<file path="src/hdl/signed_int_to_decimal_glyphs_assert.svh">
// Assertion macros shared by the signed_int_to_decimal_glyphs RTL.
// No dependencies; included by the modules that carry checks.
`ifndef SIGNED_INT_TO_DECIMAL_GLYPHS_ASSERT_SVH
`define SIGNED_INT_TO_DECIMAL_GLYPHS_ASSERT_SVH

// Clocked check, switched off while the synchronous reset is held.
`define SIDG_ASSERT(lbl, clk, rst_n, prop, msg) \
  lbl: assert property (@(posedge clk) disable iff (!rst_n) (prop)) else $error(msg);

// Clocked check that also holds during reset.
`define SIDG_ASSERT_ALWAYS(lbl, clk, prop, msg) \
  lbl: assert property (@(posedge clk) (prop)) else $error(msg);

`endif

</file>
<file path="src/hdl/sidg_pkg.sv">
// Package for the signed integer to decimal glyph converter.
// Payload structs, the classified queue entry and fixed constants; no dependencies.
`timescale 1ns / 1ps

package sidg_pkg;

  localparam int unsigned DCNT_W = 4;
  localparam int unsigned IDX_W = 7;
  localparam logic [IDX_W-1:0] MINUS_FONT_INDEX = 7'd13;
  localparam logic [31:0] RECIP10 = 32'hCCCCCCCD;
  localparam logic KIND_DIGIT = 1'b0;
  localparam logic KIND_MINUS = 1'b1;

  typedef struct packed {
    logic signed [31:0] value;
    logic signed [15:0] start_x;
    logic signed [15:0] start_y;
    logic [7:0]         glyph_width;
    logic [7:0]         glyph_height;
    logic [31:0]        rgba;
  } in_item_t;

  typedef struct packed {
    logic               glyph_kind;
    logic [IDX_W-1:0]   glyph_index;
    logic signed [15:0] pos_x;
    logic signed [15:0] pos_y;
    logic [7:0]         draw_width;
    logic [7:0]         draw_height;
    logic [31:0]        draw_color;
    logic [DCNT_W-1:0]  digit_count;
    logic               last;
  } out_item_t;

  // An accepted number after classification, as it waits for the converter.
  typedef struct packed {
    logic        is_neg;
    logic [31:0] magnitude;
    logic [15:0] minus_x;
    logic [15:0] start_x;
    logic [15:0] start_y;
    logic [7:0]  glyph_width;
    logic [7:0]  glyph_height;
    logic [31:0] rgba;
  } class_item_t;

endpackage

</file>
<file path="src/hdl/sidg_front.sv">
// Front end: accepts numbers, splits sign and magnitude, places the minus glyph
// and holds up to two classified numbers. Depends on sidg_pkg and the assert header.
`timescale 1ns / 1ps
`include "signed_int_to_decimal_glyphs_assert.svh"

module sidg_front (
  input  logic                  clk,
  input  logic                  rst_n,
  input  logic                  push,
  output logic                  full,
  input  sidg_pkg::in_item_t    in_data,
  input  logic [7:0]            minus_offset,
  output logic                  q_valid,
  input  logic                  q_take,
  output sidg_pkg::class_item_t q_item
);

  sidg_pkg::class_item_t slot_r [2];
  logic       wr_ptr_r, wr_ptr_nxt;
  logic       rd_ptr_r, rd_ptr_nxt;
  logic [1:0] cnt_r, cnt_nxt;
  logic       accept;
  logic       take;
  sidg_pkg::class_item_t cls;

  assign full    = (cnt_r == 2'd2);
  assign q_valid = (cnt_r != 2'd0);
  assign accept  = push && !full;
  assign take    = q_take && q_valid;
  assign q_item  = slot_r[rd_ptr_r];

  always_comb begin
    cls.is_neg       = in_data.value[31];
    // Two's complement negate as unsigned also covers the most negative value.
    cls.magnitude    = in_data.value[31] ? (32'd0 - in_data.value) : in_data.value;
    cls.minus_x      = in_data.start_x - {8'd0, minus_offset};
    cls.start_x      = in_data.start_x;
    cls.start_y      = in_data.start_y;
    cls.glyph_width  = in_data.glyph_width;
    cls.glyph_height = in_data.glyph_height;
    cls.rgba         = in_data.rgba;
  end

  always_comb begin
    wr_ptr_nxt = accept ? !wr_ptr_r : wr_ptr_r;
    rd_ptr_nxt = take ? !rd_ptr_r : rd_ptr_r;
    cnt_nxt    = cnt_r + {1'b0, accept} - {1'b0, take};
  end

  always_ff @(posedge clk) begin
    if (!rst_n) begin
      wr_ptr_r <= 1'b0;
      rd_ptr_r <= 1'b0;
      cnt_r    <= 2'd0;
    end else begin
      wr_ptr_r <= wr_ptr_nxt;
      rd_ptr_r <= rd_ptr_nxt;
      cnt_r    <= cnt_nxt;
    end
  end

  always_ff @(posedge clk) begin
    if (accept) begin
      slot_r[wr_ptr_r] <= cls;
    end
  end

  `SIDG_ASSERT(a_cnt_range, clk, rst_n, cnt_r != 2'd3, "front queue count out of range")
  `SIDG_ASSERT(a_ptr_match, clk, rst_n, (cnt_r == 2'd1) == (wr_ptr_r != rd_ptr_r), "front queue pointers disagree with count")
  `SIDG_ASSERT(a_full_hold, clk, rst_n, (full && !take) |=> (cnt_r == 2'd2), "front queue lost an entry while full")

endmodule

</file>
<file path="config.mk">
export PLATFORM = sky130hd
export DESIGN_NAME = sidg_front
export DESIGN_NICKNAME = d
export VERILOG_FILES = /design/src/hdl/sidg_pkg.sv /design/src/hdl/sidg_front.sv
export VERILOG_INCLUDE_DIRS = /design/src /design/src/hdl
export SDC_FILE = /design/constraint.sdc
export NUM_CORES = 1
export LEC_CHECK = 0
export BUFFER_PORTS_ARGS = -buffer_cell sky130_fd_sc_hd__clkbuf_2
export CORE_AREA = 2 2 158 160
export CTS_CLUSTER_SIZE = 10
export DETAILED_ROUTE_END_ITERATION = 10
export DIE_AREA = 0 0 160 162
export PLACE_DENSITY = 0.68
export RECOVER_POWER = 50
export SLEW_MARGIN = 20
export SYNTH_ARGS = -nofsm -noshare
export SYNTH_HDL_FRONTEND = slang
export SYNTH_SLANG_ARGS = --single-unit
</file>
<file path="constraint.sdc">
create_clock -name clk -period 16.55 [get_ports clk]
set_clock_uncertainty 0.1 [all_clocks]
set_input_delay 0.8275 -clock clk [delete_from_list [all_inputs] [get_ports clk]]
set_output_delay 0.8275 -clock clk [all_outputs]
set_load 0.03 [all_outputs]
</file>
Word level (Yosys, flattened, before mapping)
Memory sizes are Yosys's and may differ from the RTL's. A register that Yosys moved wholly into a read port is not among the register bits.
Cells that the tools add are included.
Word-level totals
  memory bits (writable): 258
  word-level logic and storage cells: 20
  input port bits: 124
  memories kept: 1
  latch bits: 0
  memory bits (read-only): 0
  output and inout port bits: 131
  flip-flop bits (word level): 4
Operators by class
  divide/modulo/power cells: 0
  magnitude comparators: 0
  mux-type cells: 5
  multipliers: 0
  add/sub/neg operators: 4
  eq/ne operators: 1
  bitwise operators: 0
  shifts and indexed selects: 0
  reduce and logical (&&, ||, !) cells: 6
Memory list
  slot_r: depth 2, width 129, rd ports 1, clocked after memory_dff 1, wr ports 1, line sidg_front.sv:18  | sidg_pkg::class_item_t slot_r [2];
Operator list (number)
  2-to-1 mux 32 bit: 1
  subtractor 1 x 32 -> 32 bit, first input constant: 1
  subtractor 16 x 8 -> 16 bit: 1
  2-to-1 mux 1 bit: 4
  logical NOT 1 bit: 3
  adder 2 x 1 -> 2 bit: 1
  == test 2 bit, second input constant: 1
  logical AND 1 bit: 2
  nonzero test 2 bit: 1
  subtractor 2 x 1 -> 2 bit: 1

Longest topological paths before layout
  word-level depth: 5
  gate-level depth with buffers: 9

Worst setup path before layout
Ideal clock, no wire load.
  kind: input to register
  from: in push
  to: mem slot_r[0][0] (netlist bit), enable pin
  arrival time: 6290 ps
  path buffers: 0
  slack: 9541 ps
  stages: 2
  cell sequence: nand2_1 > nor2_1
On the way
  cells in the longest elaborated chain, start to end: 3
RTL lines
  start: declaration: line sidg_front.sv:9  | input logic push,
  logical AND 1 bit: line sidg_front.sv:28  | assign accept = push && !full;
  2-to-1 mux 1 bit: line sidg_front.sv:63  | if (accept) begin
  2-to-1 mux 1 bit (not written as such): line sidg_front.sv:64  | slot_r[wr_ptr_r] <= cls;
  end: declaration: line sidg_front.sv:18
Every way passes these cells.

Final worst setup path
  from: reg cnt_r[0]
  to: mem slot_r[0][107] (netlist bit), enable pin
On the way
  cells in the longest elaborated chain, start to end: 5
RTL lines
  start: declaration: line sidg_front.sv:21  | logic [1:0] cnt_r, cnt_nxt;
  start signal: assignment: line sidg_front.sv:58  | cnt_r <= cnt_nxt;
  == test 2 bit: line sidg_front.sv:26  | assign full = (cnt_r == 2'd2);
  logical NOT 1 bit: line sidg_front.sv:28
  logical AND 1 bit: line sidg_front.sv:28
  2-to-1 mux 1 bit: line sidg_front.sv:63
  2-to-1 mux 1 bit (not written as such): line sidg_front.sv:64
Every way passes these cells.

==> results.md <==
* Yosys reg bits at between 200 and 300
* DR WL/cell at 17.50 µm
* Ant diodes at 0
* Overall power at slightly above 2 mW
* Most frequent cell after synthesis: edfxtp_1
* CTS tree: yes
* Clock share of power at 28.7%
* Final core occ at 54.42%
* Period utilization at 27.09%
* DR vias at 6,109
* Remaining Overflow, GRT at 0
* Layout area overhead at 22.63%
* Worst-Skew Late Latency at 0.55 ns
* CP Max Fanout at 75
* Drt drc at 0
* DR pass1 iterations at 4
* Initial Utilization at 44.37%
* Post-synthesis async set-or-reset flop share at 0%
* Unrepaired setup endpoints after global routing: false
* Initial drt markers at 402
* Hpwl dp at roughly 14,000 µm
* Violated checks: capacitance limit, slew limit
* DRT antenna net count at 0
* TritonCTS Buffers at 31
* CTS Sinks at around 260
* Post-cts sizing count at 0
* Final Max Tran Viols at 188
* Drt total wl at 21,350 µm
* Die Y at about 160 µm
* Max-cap viol count at 3
* Maximum vdd ir drop at 0.1106 mV
* Cells after Synth at 603
* CTS HTree Levels at 1
* Sequential Power Share at 43.3%
* IO Count at about 260
* P_sw at 0.6513 mW
* Internal power at 1.380 mW
* # setup viols final at 0
* LEAKAGE at 4.733 nW
* Place WS at between 10 and 15 ns
* Most area-consuming cells after synthesis: edfxtp_1 72%, mux2_2 14%, xnor2_1 3.1%
* First-pass GRT wire length at between 30,000 and 40,000 µm
* Synth area leader: edfxtp_1
* Slew @ Worst Pin at approximately 4.4 ns
* Die ar. at 25,920 µm²
* Post-synth EDFFs at around 260
* Ys Warns at 0
* Rows at 57
* Fraction of layout cells with a size suffix above 1 at 40.07%
* Core Box Area at 24,110 µm²
* Register area share after synthesis at between 70% and 80%
* Combinational Power Share at 27.9%
* Setup TNS at 0 ns
* Hold-fix buffers, CTS at 0
* Syn_area_per_cell at 17.74 µm²
* Pwr Density at ~150 nW/µm²
* HP Class: in -> reg
* Pin count of the biggest net entering global routing at 76
* Port bufs at around 250
* Status: finished with violations
* Syn_nets at between 700 and 800
* Worst path arrival time at 4.42 ns
* Final Cell Area at 13,120 µm²
* CTS max path bufs at 3
* Max Freq at 0.2230 GHz
* Post-Syn Area at 10,700 µm²
* Post-CTS Setup Repair Bufs at 0
* Slew HR at -191.3%
* Worst-path clk slew at around 0.05 ns
* Placer Congestion at 0.8197
* Final setup margin at about 12 ns
* Initial antenna violation count at 0
* Startpoint class of the critical path: flop
* Number of global-route vias before repair at roughly 6,100
* Most used DFF post-synth: edfxtp_1
* DR vias/cell at 5.007
* Area after DPL at 12,360 µm²
* CTS Root Cell: clkbuf_16
* Commonest cells in the netlist: 258 x edfxtp_1, 129 x mux2_2, 38 x xnor2_1
* Final nets at just over 1,000
* Crit Path Category: reg -> reg
* Netlist cell types at 39
* Die width at 160 µm
* Area share of the largest cell type after synthesis at 72.43%
* Overall routing resource usage at 15.92%
* Minimum clock period after layout at 4.484 ns
* CP required at 16.49 ns
* CP endpoint kind: flop
* Net Sw Frac at 32.06%
* Fin. Hold Viols at 0
[critical path, stage by stage (launching register included)]
cell,delay [ns]
dfxtp_1,0.35
nand2b_1,0.15
nand2_1,0.13
nor2_4,0.11
clkbuf_1,3.03
[routing by layer]
layer  wire length [µm]  up-vias  track usage (%)
li1                   -     2863                -
met1               9011     2979            20.57
met2              10170      220            26.54
met3               1437       47            3.524
met4                726        0            6.102
met5                  0        -                0
[area by class of cell]
class                      instances  area (µm²)
clock inverter                     4       25.02
timing repair buffer             258        1204
fill                            2022       10990
tap                              324       405.4
clock buffer                      48       839.6
inverter                          18       67.56
multi-input combinational        305        2725
sequential                       263        7851
[per-stage QoR]
step	hold WS (ns)	std cells
4_1_cts	0.3383	1220
6_report	0.3674	1220
3_5_place_dp	0.4332	1168
2_1_floorplan	0.4042	603
3_3_place_gp	0.4227	1168
5_1_grt	0.3475	1220
[flip-flops by register name, summed over array words and instances (netlist names), named ones only]
register  count
slot_r      258
cnt_r         2
rd_ptr_r      1
wr_ptr_r      1
[placed cells by master, fill, tap and decap left out, types with 2 or more instances in the layout]
master and n:
edfxtp_1 258, o21ai_0 12, inv_6 2, nor2b_1 2
or3_4 3, nand3_1 3, nand2b_1 9, or4_4 2
and2_1 5, xor2_1 6, nor2_1 15, clkinv_1 2
o41ai_1 2, ha_1 11, clkbuf_1 91, a21oi_1 5
or4_1 4, or2_2 3, dfxtp_1 4, o31ai_1 8
xnor2_1 38, a21o_1 2, nor4_1 6, buf_4 2
clkbuf_16 31, o21a_1 2, inv_1 18, nand2_1 20
a211oi_1 3, clkbuf_2 182, mux2_2 129
[final timing paths]
kind / slack (ns) / depth (start not counted) / startpoint / end
max: 12.07 / 4 / cnt_r[0]$_SDFF_PN0_ / slot_r[0][107]$_DFFE_PP_
min: 0.37 / 1 / in_data[40] / slot_r[0][40]$_DFFE_PP_
max reg2reg: 12.07 / 4 / cnt_r[0]$_SDFF_PN0_ / slot_r[0][107]$_DFFE_PP_
min reg2reg: 0.45 / 2 / rd_ptr_r$_SDFFE_PN0P_ / rd_ptr_r$_SDFFE_PN0P_
[cells by family after synthesis]
family          synth area share (%)
compound gates                 2.468
xor+xnor                       3.603
fa+ha+maj                      1.474
buf+inv                        1.228
flops                          73.37
mux                            13.58
simple gates                   4.281
[power by group through the flow]
| stage | combinational, mW | sequential, mW | clock, mW |
|---|---|---|---|
| 6_report | 0.568 | 0.880 | 0.584 |
| 5_1_grt | 0.603 | 0.890 | 0.625 |
| 2_1_floorplan | 0.429 | 0.876 | 0 |
| 3_3_place_gp | 0.573 | 0.885 | 0 |
| 4_1_cts | 0.580 | 0.874 | 0.600 |
| 3_5_place_dp | 0.577 | 0.888 | 0 |
Note: power is estimated with default switching activity, not from simulation.
